--- src/ppd_pkg.sv ---
// Shared types and constants of the ping-pong delay block.
package ppd_pkg;

    localparam int CFG_DATA_W  = 18;
    localparam int CFG_INDEX_W = 3;

    localparam int DELAY_W = 18;
    localparam int FB_W    = 15;
    localparam int MIX_W   = 16;
    localparam int NOTE_W  = 3;

    // Register indexes on the configuration port.
    localparam logic [CFG_INDEX_W-1:0] CFG_DELAY_SAMPLES = 3'd0;
    localparam logic [CFG_INDEX_W-1:0] CFG_FEEDBACK_GAIN = 3'd1;
    localparam logic [CFG_INDEX_W-1:0] CFG_MIX_GAIN      = 3'd2;
    localparam logic [CFG_INDEX_W-1:0] CFG_SYNC_ENABLE   = 3'd3;
    localparam logic [CFG_INDEX_W-1:0] CFG_BEAT_SAMPLES  = 3'd4;
    localparam logic [CFG_INDEX_W-1:0] CFG_NOTE_DIVISION = 3'd5;

    // Note division codes.
    localparam logic [NOTE_W-1:0] NOTE_QUARTER           = 3'd0;
    localparam logic [NOTE_W-1:0] NOTE_EIGHTH            = 3'd1;
    localparam logic [NOTE_W-1:0] NOTE_EIGHTH_TRIPLET    = 3'd2;
    localparam logic [NOTE_W-1:0] NOTE_SIXTEENTH         = 3'd3;
    localparam logic [NOTE_W-1:0] NOTE_SIXTEENTH_TRIPLET = 3'd4;

    // floor(x / 3) = (x * DIV3_MULT) >> DIV3_SHIFT for every 18-bit x.
    localparam int                 DIV3_MULT_W = 19;
    localparam logic [DIV3_MULT_W-1:0] DIV3_MULT = 19'd349526;
    localparam int                 DIV3_SHIFT  = 20;

    // Unity gain in Q1.15.
    localparam logic [MIX_W-1:0] Q15_ONE = 16'h8000;

    localparam int QUEUE_DEPTH = 4;
    localparam int OQ_DEPTH    = 4;

    typedef struct packed {
        logic [DELAY_W-1:0] delay_samples;
        logic [FB_W-1:0]    feedback_gain;
        logic [MIX_W-1:0]   mix_gain;
        logic               sync_enable;
        logic [DELAY_W-1:0] beat_samples;
        logic [NOTE_W-1:0]  note_division;
    } cfg_t;

    localparam cfg_t CFG_RESET = '{
        delay_samples: 18'd24000,
        feedback_gain: 15'd16384,
        mix_gain:      16'd16384,
        sync_enable:   1'b0,
        beat_samples:  18'd24000,
        note_division: NOTE_EIGHTH
    };

endpackage

--- src/ppd_cfg.sv ---
// Configuration register file of the ping-pong delay block.
module ppd_cfg
(
    input  logic                             clk,
    input  logic                             rst_n,
    input  logic                             cfg_write,
    input  logic [ppd_pkg::CFG_INDEX_W-1:0]  cfg_index,
    input  logic [ppd_pkg::CFG_DATA_W-1:0]   cfg_data,
    output ppd_pkg::cfg_t                    cfg
);

    ppd_pkg::cfg_t cfg_reg;
    ppd_pkg::cfg_t cfg_next;

    always_comb
    begin
        cfg_next = cfg_reg;
        if (cfg_write)
        begin
            case (cfg_index)
                ppd_pkg::CFG_DELAY_SAMPLES:
                    cfg_next.delay_samples = cfg_data[ppd_pkg::DELAY_W-1:0];
                ppd_pkg::CFG_FEEDBACK_GAIN:
                    cfg_next.feedback_gain = cfg_data[ppd_pkg::FB_W-1:0];
                ppd_pkg::CFG_MIX_GAIN:
                    cfg_next.mix_gain = cfg_data[ppd_pkg::MIX_W-1:0];
                ppd_pkg::CFG_SYNC_ENABLE:
                    cfg_next.sync_enable = cfg_data[0];
                ppd_pkg::CFG_BEAT_SAMPLES:
                    cfg_next.beat_samples = cfg_data[ppd_pkg::DELAY_W-1:0];
                ppd_pkg::CFG_NOTE_DIVISION:
                    cfg_next.note_division = cfg_data[ppd_pkg::NOTE_W-1:0];
                default:
                    cfg_next = cfg_reg;
            endcase
        end
    end

    always_ff @(posedge clk or negedge rst_n)
    begin
        if (!rst_n)
        begin
            cfg_reg <= ppd_pkg::CFG_RESET;
        end
        else
        begin
            cfg_reg <= cfg_next;
        end
    end

    assign cfg = cfg_reg;

endmodule

--- config.mk ---
export PLATFORM = sky130hd
export DESIGN_NAME = ppd_cfg
export DESIGN_NICKNAME = d
export VERILOG_FILES = /design/src/ppd_pkg.sv /design/src/ppd_cfg.sv
export SDC_FILE = /design/constraint.sdc
export NUM_CORES = 1
export LEC_CHECK = 0
export ABC_CLOCK_PERIOD_IN_PS = 800
export BUFFER_PORTS_ARGS = -buffer_cell sky130_fd_sc_hd__buf_2
export CORE_UTILIZATION = 25
export CTS_CLUSTER_DIAMETER = 30
export DETAILED_ROUTE_END_ITERATION = 6
export PLACE_DENSITY_LB_ADDON = 0.25
export SYNTH_ARGS = -nofsm -noshare
export SYNTH_HDL_FRONTEND = slang
export SYNTH_SLANG_ARGS = --single-unit
export TNS_END_PERCENT = 10
--- constraint.sdc ---
create_clock -name clk -period 0.8 [get_ports clk]
set_clock_uncertainty 0.2 [all_clocks]
set_input_delay 0.04 -clock clk [delete_from_list [all_inputs] [get_ports clk]]
set_output_delay 0.04 -clock clk [all_outputs]
set_load 0.03 [all_outputs]
; ---- Word level (Yosys, flattened, before mapping)
; Index checks and enable logic that the tools add are counted.
[totals]
wordCells = 18
rom_bits = 0
register_bits = 71
ram_bits = 0
input_bits = 24
output_inout_bits = 71
n_memories = 0
latchBits = 0
[op_classes]
n_shift = 0
multipliers = 0
n_addsub = 0
div = 0
n_reduce_logical = 7
n_eq_ne = 5
order_cmp = 0
n_bitwise = 0
mux = 0
[op_table]
columns = cell, count
row1 = AND reduction 2 bit, 6
row2 = equality test 3 x 2 -> 1 bit (second input constant), 2
row3 = equality test 3 bit (second input constant), 2
row4 = equality test 3 x 1 -> 1 bit (second input constant), 1
row5 = zero test 3 bit, 1

; ---- Logic depth before layout (Yosys ltp)
; Gate-level depths: netlist of the first run.
[depth]
word_depth = 2
depth_mapped = 4
mapped_depth_nobuf = 2

; ---- Least setup slack after synthesis of the first run
; Ideal clock, no wire load.
[synth_path]
kind = input-to-reg
from = in cfg_index[1] (netlist bit)
to = reg cfg_reg (netlist bit cfg[53])
setup_time_ns = 0.125
setup_slack_ns = -0.592
path_buffers = 1
stages = 3
arrival_ns = 1.067
t_required_ns = 0.475
cell_sequence = nor4b_4 -> buf_6 -> mux2_2
[synth_via]
elab_chain_cells = 2
[synth_lines]
columns = element, line_no
row1 = "start, declared", ppd_cfg.sv:7  ; input logic [ppd_pkg::CFG_INDEX_W-1:0] cfg_index,
row2 = zero test 3 bit, ppd_cfg.sv:20  ; case (cfg_index)
row3 = AND reduction 2 bit (no source line), n/a
row4 = "end signal, assigned", ppd_cfg.sv:43  ; cfg_reg <= ppd_pkg::CFG_RESET;
row5 = "end signal, assigned", ppd_cfg.sv:47  ; cfg_reg <= cfg_next;
row6 = "end, declared", ppd_cfg.sv:12  ; ppd_pkg::cfg_t cfg_reg;
; Every way passes these cells.
; A chain may end at the register's enable or synchronous reset.

; ---- Worst setup path in the final report of the first run
[layout_path]
from = reg cfg_reg (netlist bit cfg[13])
to = out cfg[13] (netlist bit)
[layout_lines]
columns = element, line_no
row1 = "end, declared", ppd_cfg.sv:9  ; output ppd_pkg::cfg_t cfg
; No word-level cell between the ends.

==> metrics list, run 1 <==
- Final Cell Area: 0.004453 sq mm
* Relative contribution of the clock network to total power: 19.6%
- TritonCTS clock tree: done
* Total Die Area: 0.01137 sq mm
* Total wirelength of the detailed-routed design: 6246 um
- Fin Setup TNS: -42.91 ns
- Internal: 8.556 mW
- Dominant combinational cell family by area after synthesis: multiplexers
* Layout cells sized above 1: 79.25%
* Number of global-route vias before repair: 1941
- In this run, placement finished with an instance count of 409.
- Cells after Synth: between 150 and 200
- Library cells used by synthesis: 10
* Final setup viols: 211
- DRC violation count after routing: 0
- The worst setup path is launched from a flip-flop.
- Xor and xnor fraction of the mapped netlist area: 0%
* Switch Pwr: 4.237 mW
- Worst path buffer plus inverter count: 1
* Cell Rows: 37
- In this run the cell area of the synthesized design comes to 0.002736 sq mm.
* Synthesized-area fraction occupied by adder cells: 0%
* Failing checks: negative hold slack, negative setup slack
- Total of fill cells in the finished design: 983
- The endpoint identified for the worst register-to-register timing path is cfg[12]$_DFFE_PN0P_.
* Pre-CTS WS: -0.6137 ns
- Summing the sequential cell areas from Yosys gives 65.71% of the chip area.
- Entering global routing, the biggest net connects 37 pins.
- Flip-flop count of the largest register after layout: ~70
- The min-delay analysis places its worst path in the category in -> reg.
- Counting every sink on the clock net gives about 70.
- Floorplan Core Area: 0.01046 sq mm
- Kind of critical path: reg -> out
- Compound-Gate Fraction of Synth Area: 0%
- The Yosys step of the flow raised 0 warnings.
- Pin slew with the least headroom to its limit: 0.2842 ns
- The flow ran to the end, but the final reports show violations.
- Net count, final: 313
- Critical path's slowest cell: dfstp_2
- The synthesized design contains 71 register bits.
- Setup slack on the critical path of the routed design comes to -0.4475 ns.
* Number of antenna-violating nets in the routed design: 0
- Initial antenna violation count: 0
* Endpoint required time on the critical path: approximately 0.56 ns
- Proportion of power drawn by combinational gates: 40.5%
- Global routing used 11.67% of the available tracks across all layers.
- In this run the power density over the cells is 2873 mW/mm^2.
* HP Start: cfg_data[17]
* Wire length of the first global-routing pass: approximately 10000 um
- For this run, the detailed router's first-pass iteration total came to 4.
- Mux share of post-synthesis cell area: 29.22%
- Cell Area, Placed: 0.003625 sq mm
* Tightest slew margin relative to the limit: between 80% and 90%
* Clock transition at the registers of the reported paths: 0.07 ns
- For the worst flop-to-flop path, the logic depth is 2.
- Per report_power, the sequential group accounts for between 30% and 40% of the total.
- Pin placement for this block handled 95 I/O pins.
- Syn_area_per_cell: 17.65 sq um
* RR Startpoint: cfg[12]$_DFFE_PN0P_
* Global placement routability congestion: 0.6845
- The first routing iteration left 56 violations.
* Die Y: about 110 um
- Switching Fraction: 33.12%
- Excluding fillers, the count of instances in the completed layout stands at 430.
- Clock tree root buffer cell: clkbuf_8
- From synthesis to final layout, the design area changed by 62.73%.
- In the final routed layout, each cell accounts on average for 14.53 um.
- Initial core utilization: 26.15%
- Counting instances, the worst hold path has a depth of 2.
- Data arrives at the worst endpoint at 1.01 ns.
* Post-route clock period utilization: 155.9%
- Via total after detailed routing: 1789
- Max capacitance violation total: 0
- STA classifies the critical path endpoint as an output pin.
* Number of pins exceeding their max-slew limit in the final report: 0
* Remaining Overflow, GRT: 0
- Post-route core utilization: a little over two fifths
- Across all register-to-register paths, the minimum setup slack is -0.29 ns.
- The final-report hold violation count was between 70 and 80.
* PortBufs: 94
- The H-tree generated during clock tree synthesis spans 3 levels.
- Die X-Extent: 106.6 um
- After Yosys synthesis, and, or, nand and nor cells account for 2.789% of the synthesized area.
- Buffer depth of the longest clock path: 2
- Highest fanout seen on the critical path: 2
- TritonCTS Buffers: 9
- The multi-input combinational cells in the finished layout cover a total of 969.7 sq um.
- Setup repair after global routing could not meet its margin everywhere.
- Family of cells with the greatest summed delay on the critical path: flip-flops
- Derived from the worst setup path, the maximum achievable clock frequency is approximately 800 MHz.
* Leakage: 2.032 nW
- The design draws roughly 13 mW.
- Total nets after synthesis: 179
* Number of antenna cells inserted: 0
- Counting I/O delays and the setup requirement, the final critical path takes 1.248 ns.
* Number of vias per cell: 4.160
- Hold_ws: -0.2401 ns
* Chain of cells forming the critical path: buf_6
* Min-Delay Endpoint: cfg[20]$_DFFE_PN0P_
- CP peak stage delay: 0.55 ns
- Half-perimeter wire length after placement: 4225 um
* Worst VDD drop: 1.443 mV
* Clk Latency, worst-skew pair: approximately 0.33 ns
* Sequential cell area: ~0.0018 sq mm
-- placed cells by master (no fill, tap or decap), drive strengths merged --
cell type and instances:
and4bb 2, buf 129, clkbuf 15, clkinv 1, dfrtp 54, dfstp 17, dlygate4sd3 1, mux2 71
nand4b 2, nor4b 1, nor4bb 1
-- per-layer routing --
metal	GRT usage, %	part of all wire, %	vias to the layer above
li1	-	-	822
met1	14.04	43	908
met2	18.43	51	57
met3	3.951	5.7	2
met4	6.164	0.90	0
met5	0	0	-
-- cells by family (layout without fill, tap and decap cells) --
kind of cell	Yosys count	after routing
mux	71	71
flops	71	71
buf+inv	7	146
simple gates	6	6
-- layout make-up --
class,instances,area share (%)
sequential,71,40.38
clock buffer,15,3.737
clock inverter,1,0.1124
timing repair buffer,130,30.18
multi-input combinational,77,21.78
tap,136,3.821
-- cells in the mapped netlist, drive strengths merged --
| library cell | n | area (sq um) |
|---|---|---|
| mux2 | 71 | 799.5 |
| dfrtp | 54 | 1351 |
| dfstp | 17 | 446.7 |
| buf | 7 | 62.56 |
| and4bb | 2 | 25.02 |
| nand4b | 2 | 17.52 |
| nor4b | 1 | 23.77 |
| nor4bb | 1 | 10.01 |
-- power groups by stage --
stage | sequential [mW] | clock [mW] | combinational (mW)
2_1_floorplan | 6.59 | 0 | 0.763
3_3_place_gp | 4.94 | 0 | 3.87
3_5_place_dp | 4.97 | 0 | 3.90
4_1_cts | 5.09 | 2.66 | 5.08
5_1_grt | 5.19 | 2.82 | 5.44
6_report | 5.10 | 2.51 | 5.18
-- worst max-delay path by stage --
stage / from / endpoint / slack [ns] / cells after the start
2_1_floorplan: cfg_index[1] / cfg[53]$_DFFE_PN0P_ / -0.59 / 3
3_3_place_gp: cfg_index[1] / cfg[69]$_DFFE_PN0P_ / -0.59 / 4
3_5_place_dp: cfg_index[1] / cfg[62]$_DFFE_PN0P_ / -0.61 / 4
4_1_cts: cfg[13]$_DFFE_PN1P_ / cfg[13] / -0.48 / 1
5_1_grt: cfg[13]$_DFFE_PN1P_ / cfg[13] / -0.51 / 1
6_report: cfg[13]$_DFFE_PN1P_ / cfg[13] / -0.45 / 1
-- timing repair --
item                                    4_1_cts  5_1_grt
endpoints found under the setup margin      142      198
resized for setup                           173       18
setup buffers                                 1        2
hold buffers                                  1        1
endpoints found under the hold margin       142      142
pin swaps                                     2        1
gates cloned                                  0        0
Power figures use the tool's default switching activity.
==> run 2: changes to the inputs <==
--- a/config.mk
+++ b/config.mk
@@ -7,7 +7,7 @@
 export LEC_CHECK = 0
 export ABC_CLOCK_PERIOD_IN_PS = 800
 export BUFFER_PORTS_ARGS = -buffer_cell sky130_fd_sc_hd__buf_2
-export CORE_UTILIZATION = 25
+export CORE_UTILIZATION = 44
 export CTS_CLUSTER_DIAMETER = 30
 export DETAILED_ROUTE_END_ITERATION = 6
 export PLACE_DENSITY_LB_ADDON = 0.25
==> run 2 against run 1 <==
Effect of this change:
- first-iteration DRC count decreased by 30%
- the flow still finishes with violations (negative hold slack, negative setup slack)
- critical path type unchanged
- clock power increased by 34%
- largest power group is now registers
- critical path depth unchanged
- core utilization increased by 29 points
- worst setup slack got worse by 0.012 ns
- register-to-register slack improved by 0.08 ns
- via count decreased by 1.1%
- largest cell class unchanged
- count of clock-buffer cells in the layout decreased by 1
==> metrics list, run 2 (synthesis results as in run 1) <==
- Cell Rows: 28
- After detailed placement, the total cell area comes to 0.003436 sq mm.
- Post-route clock period utilization: 157.4%
- The run finished, with violations left.
* Critical path endpoint category: output pin
- TritonCTS clock tree: done
- The first global-routing pass estimated 9487 um of wire.
- Setup violations remaining at the end of the flow were counted as approximately 140.
* Crit path DAT: 1.02 ns
- Walking the worst path, the cells encountered are buf_6.
- In this run the remaining antenna-violating nets after routing total 0.
- The checks that failed: negative hold slack, negative setup slack.
* Half-perimeter wire length after placement: 3690 um
* Global placement routability congestion: 0.6991
- Finished Layout Cells: 350
- 95 I/O pins were placed.
* Number of global-route vias before repair: 1841
* Max capacitance violation total: 0
* Multi-input gate area: just under 0.001 sq mm
* Post-route setup slack: -0.4593 ns
- The clock tree synthesis step divided the H-tree into 3 levels.
- Fill cells in the final layout number 387.
* Initial core utilization: about 46%
- Cells fill roughly 72% of the core in the end.
* Initial antenna violation count: 0
- Including well taps, the total number of placed cells is roughly 330.
- Area grow syn2layout: 56.52%
- Detailed Route Iter0 Violations: 39
- CP peak stage delay: 0.55 ns
- Max Clk Rate: about 790 MHz
* Pin slew with the least headroom to its limit: 0.2623 ns
- In the routed layout, each cell is associated on average with a via count of 5.057.
- Number of hold-slack violations in the final timing report: just over 70
- Remaining Overflow, GRT: 0
- Fin Setup TNS: -38.39 ns
- Tightest slew margin relative to the limit: about 82%
* Clock transition at the registers of the reported paths: roughly 0.070 ns
- Hold timing on the final database bottoms out at a slack of -0.2520 ns.
- After the last flow step, the layout net total stands at 294.
- Setup Buffers After CTS: 0
* Type of the tightest min-delay check: in -> reg
- Entering global routing, the biggest net connects 37 pins.
- The worst path in the final design needs a cycle of between 1 and 1.5 ns, including I/O delays and setup.
- TritonCTS Buffers: 9
- Total wirelength of the detailed-routed design: between 6000 and 7000 um
- The library cell used most frequently in the layout, excluding fill and tap cells, is buf_6.
* Family of cells with the greatest summed delay on the critical path: flip-flops
* Global-route usage over all layers: 19.99%
- Clock tree root buffer cell: clkbuf_8
* Via total after detailed routing: ~1.8k
* Setup repair after global routing missed its margin: true
* Die Y: 80.86 um
* Worst VDD drop: between 2 and 2.5 mV
- Crit start category: flip-flop
* Number of sinks on the clock net: 71
- Die X-Extent: 80.86 um
- Endpoint required time on the critical path: 0.56 ns
* Highest fanout seen on the critical path: 2
- Number of pins exceeding their max-slew limit in the final report: 0
- Across the whole layout, storage elements account for 0.001798 sq mm.
* Post-layout total power: 13.40 mW
- Buffer depth of the longest clock path: 2
- In this run the static leakage power is 1.970 nW.
* Worst path buffer plus inverter count: 1
* PortBufs: 94
- DRC violation count after routing: 0
- Once layout is done, the placed cells without fillers occupy 0.004283 sq mm.
- The register with the most flip-flops in the layout has about 70 of them.
- The worst setup path is of the reg -> out kind.
* Pre-CTS WS: -0.6094 ns
* Routed WL per cell: ~17 um
- 0 antenna diodes ended up in the layout.
- The clock reaches the later pin of the worst-skew pair after 0.33 ns.
* Total of hold buffers inserted after clock tree synthesis: 1
* Power density normalized to cell area: roughly 3100 mW/mm^2
- Total Die Area: 0.006538 sq mm
* Floorplan Core Area: just under 0.006 sq mm
- Commonest cells after routing, fill and taps aside: buf_6, dfrtp_1, mux2_2, mux2_4, buf_2
- Layout cells sized above 1: 78.91%
- DR pass1 iterations: 4
- Critical path's slowest cell: dfstp_2
==> run 2: layer usage <==
metal | wire length, um | GRT usage (%) | up-vias
met5 | 0 | 0 | -
met2 | 3147 | 31.68 | 58
met1 | 2547 | 25.97 | 917
met3 | 298 | 4.831 | 10
met4 | 94 | 8.929 | 0
li1 | - | - | 785
==> run 2: final timing paths <==
check / start / to / slack, ns / depth (start not counted)
setup / recovery: cfg[36]$_DFFE_PN1P_ / cfg[36] / -0.46 / 1
hold / removal: cfg_data[17] / cfg[70]$_DFFE_PN0P_ / -0.25 / 2
setup reg to reg: cfg[57]$_DFFE_PN0P_ / cfg[57]$_DFFE_PN0P_ / -0.21 / 1
hold reg to reg: cfg[20]$_DFFE_PN0P_ / cfg[20]$_DFFE_PN0P_ / 0.33 / 1
max in group asynchronous: rst_n / cfg[60]$_DFFE_PN1P_ / 0.11 / 3
min in group asynchronous: rst_n / cfg[55]$_DFFE_PN0P_ / 0.03 / 3
==> run 2: what timing repair did <==
item | CTS | global route
endpoints found under the setup margin | 142 | 142
resized for setup | 157 | 26
pin swaps | 1 | 1
endpoints found under the hold margin | 142 | 71
==> run 2: cell type report <==
class / count / share of cell area (%)
flip-flops and latches: 71 / 41.98
repair buffers: 111 / 27.52
multi-input cells: 77 / 22.64
clock buffers: 14 / 4.265
well taps: 75 / 2.191
clock inverters: 2 / 1.402
==> run 2: where the power goes <==
part           total (mW)  switching [mW]  internal (mW)
logic                4.91            2.42           2.49
registers            5.11           0.584           4.53
clock network        3.37            1.27           2.10
total                13.4            4.28           9.12
==> run 3: changes to the inputs <==
--- a/config.mk
+++ b/config.mk
@@ -14,4 +14,4 @@
 export SYNTH_ARGS = -nofsm -noshare
 export SYNTH_HDL_FRONTEND = slang
 export SYNTH_SLANG_ARGS = --single-unit
-export TNS_END_PERCENT = 10
+export TNS_END_PERCENT = 50
==> constraint.sdc (replaced) <==
create_clock -name clk -period 0.8 [get_ports clk]
set_clock_uncertainty 0.2 [all_clocks]
set_input_delay 0.24 -clock clk [delete_from_list [all_inputs] [get_ports clk]]
set_output_delay 0.24 -clock clk [all_outputs]
set_load 0.03 [all_outputs]
==> run 3 against run 2 <==
Effect of this change:
- the flow still finishes with violations (negative hold slack, negative setup slack)
- clock power is 16% lower
- flip-flop and latch count stayed put
- non-clock buffer count is 39 higher
- global-route usage is 2.1 points higher
- combinational power is 18% higher
- critical path type unchanged
- count of clock-buffer cells in the layout is 3 lower
- maximum frequency is 15% lower
- wire length is 16% higher
- first-iteration DRC count is 51% higher
==> metrics list, run 3 (synthesis results as in run 1) <==
* Tightest slew margin relative to the limit: 81.17%
* CP peak stage delay: 0.57 ns
* TritonCTS clock tree: done
* Total of fill cells in the finished design: 359
- Setup violations remaining at the end of the flow were counted as approximately 140.
- Walking the worst path, the cells encountered are buf_6.
- Sequential cell area: ~0.0018 sq mm
- Once the floorplan was initialized, standard cells occupied between 40% and 50% of the core.
* Commonest cells after routing, fill and taps aside: buf_6, mux2_4, dfrtp_1, buf_4, buf_2
- DR pass1 iterations: 4
- Total Die Area: 0.006538 sq mm
- Failing checks: negative hold slack, negative setup slack
- Buffer depth of the longest clock path: 2
- Multi-input gate area: 0.001120 sq mm
- For this run, the top clock speed supported by timing is 675.3 MHz.
- Endpoint required time on the critical path: around 0.36 ns
- Summed over all layers, the global routing overflow is 0.
- After detailed routing, the average wire length per cell comes to about 18 um.
* Fin Setup TNS: -64.97 ns
- Global-route usage over all layers: 22.11%
- Total wirelength of the detailed-routed design: 7037 um
* Leakage: around 2.3 nW
- Critical path's slowest cell: dfstp_2
- Pin placement for this block handled 95 I/O pins.
- The number of buffers and inverters on the critical path is 1.
- In the finished design, the share of the clock period the worst path needs comes to 185.1%.
* Layout cells sized above 1: 82.80%
- In this run the power density over the cells is 2948 mW/mm^2.
- In this run the worst path has a maximum fanout of 2.
* Cell Area, Placed: 0.003602 sq mm
- Critical path endpoint category: output pin
* Power share of the sequential group: 37.6%
* Initial antenna violation count: 0
- Switching Fraction: 32.97%
- Clock tree synthesis selected as its root buffer the cell clkbuf_8.
- The H-tree generated during clock tree synthesis spans 3 levels.
- Number of antenna-violating nets in the routed design: 0
- The floorplan has 28 rows.
* Half-perimeter wire length after placement: 4025 um
* Clk Latency, worst-skew pair: 0.34 ns
* DRC violation count after routing: 0
- Net count, final: 333
- PortBufs: 94
* Maximum number of pins on one net before global-route repair: 53
* Worst VDD drop: 1.733 mV
- The congestion estimate from routability-driven global placement came to 0.7254.
* Floorplan Core Area: 0.005956 sq mm
- The first global-routing pass estimated between 10000 and 15000 um of wire.
- Cells fill 78.51% of the core in the end.
* Via total after detailed routing: 1917
- The final-report hold violation count came to between 100 and 150.
- Crit path DAT: ~1.0 ns
- At the pin with the least slew margin, the transition time is 0.2825 ns.
- Minimum period implied by the final worst setup slack: 1.481 ns
* Number of global-route vias before repair: between 1.5k and 2k
* Kind of critical path: reg -> out
- Setup repair after global routing could not meet its margin everywhere.
- Post-route setup slack: -0.6807 ns
- Switch Pwr: between 4 and 5 mW
- The run finished, with violations left.
* Relative contribution of the clock network to total power: between 20% and 30%
- Flip-flop count of the largest register after layout: 71
- Clock transition at the registers of the reported paths: 0.07 ns
- Number of vias per cell: 4.928
- Hold timing on the final database bottoms out at a slack of -0.3028 ns.
* Number of pins exceeding their max-slew limit in the final report: 0
- Die X-Extent: around 81 um
- Final Cell Area: 0.004676 sq mm
- The internal power of the cells totals 9.238 mW.
- The worst hold path belongs to the class in -> async.
* Family of cells with the greatest summed delay on the critical path: flip-flops
* Detailed Route Iter0 Violations: 59
* Die Y: between 80 and 90 um
* Number of antenna cells inserted: 0
* Area grow syn2layout: 70.87%
- In this run, CTS created clock tree buffers numbering 9.
* Number of sinks on the clock net: 71
* Proportion of power drawn by combinational gates: 41.9%
- Max capacitance violation total: 0
- Crit start category: flip-flop
* Commonest non-fill, non-tap cell in the layout: buf_6
run 3: cell type report:
class | instances | share of cell area [%]
Clock inverter | 5 | 1.204
Clock buffer | 11 | 3.024
Timing Repair Buffer | 150 | 31.28
Multi-Input combinational cell | 77 | 23.95
Tap cell | 75 | 2.007
Sequential cell | 71 | 38.53
run 3: metrics by stage:
stage               power [mW]  setup WS, ns  std cells
finish                   13.78       -0.6807        389
global route             14.35       -0.7124        389
CTS                      13.44       -0.6794        371
detailed placement       8.969       -0.8085        328
global placement         8.888       -0.7878        328
floorplan                7.708       -0.7919        155
run 3: timing repair:
item / 4_1_cts / 5_1_grt
hold endpoints to repair: 136 / 114
setup endpoints to repair: 142 / 142
cloned: 0 / 0
resized for setup: 156 / 12
buffers inserted: 27 / 18
pin swaps: 1 / 3
run 3: power by group through the flow:
stage / Clock [mW] / Combinational (mW) / Sequential [mW]
floorplan: 0 / 1.09 / 6.62
global placement: 0 / 3.86 / 5.03
detailed placement: 0 / 3.95 / 5.02
CTS: 2.92 / 5.37 / 5.15
global route: 3.06 / 6.02 / 5.26
finish: 2.83 / 5.77 / 5.18
run 3: final timing paths:
kind                                      from                  end  slack [ns]  cells after the start
max reg2reg                cfg[33]$_DFFE_PN0P_  cfg[33]$_DFFE_PN0P_       -0.43                      3
max in group asynchronous                rst_n  cfg[17]$_DFFE_PN1P_        0.40                      2
min reg2reg                cfg[21]$_DFFE_PN0P_  cfg[21]$_DFFE_PN0P_        0.33                      1
min in group clk                  cfg_data[16]  cfg[19]$_DFFE_PN0P_       -0.05                      2
min                                      rst_n  cfg[47]$_DFFE_PN0P_       -0.30                      2
max                        cfg[61]$_DFFE_PN1P_              cfg[61]       -0.68                      1
run 3: metal layers:
metal  share of wire (%)  vias to the layer above  routed length [um]  track usage (%)
met2                  51                       65                3598            37.31
met5                   0                        -                   0                0
li1                    -                      864                   -                -
met3                 4.6                       10                 322            5.281
met4                 1.6                        0                 113            10.18
met1                  43                      978                3002            26.72
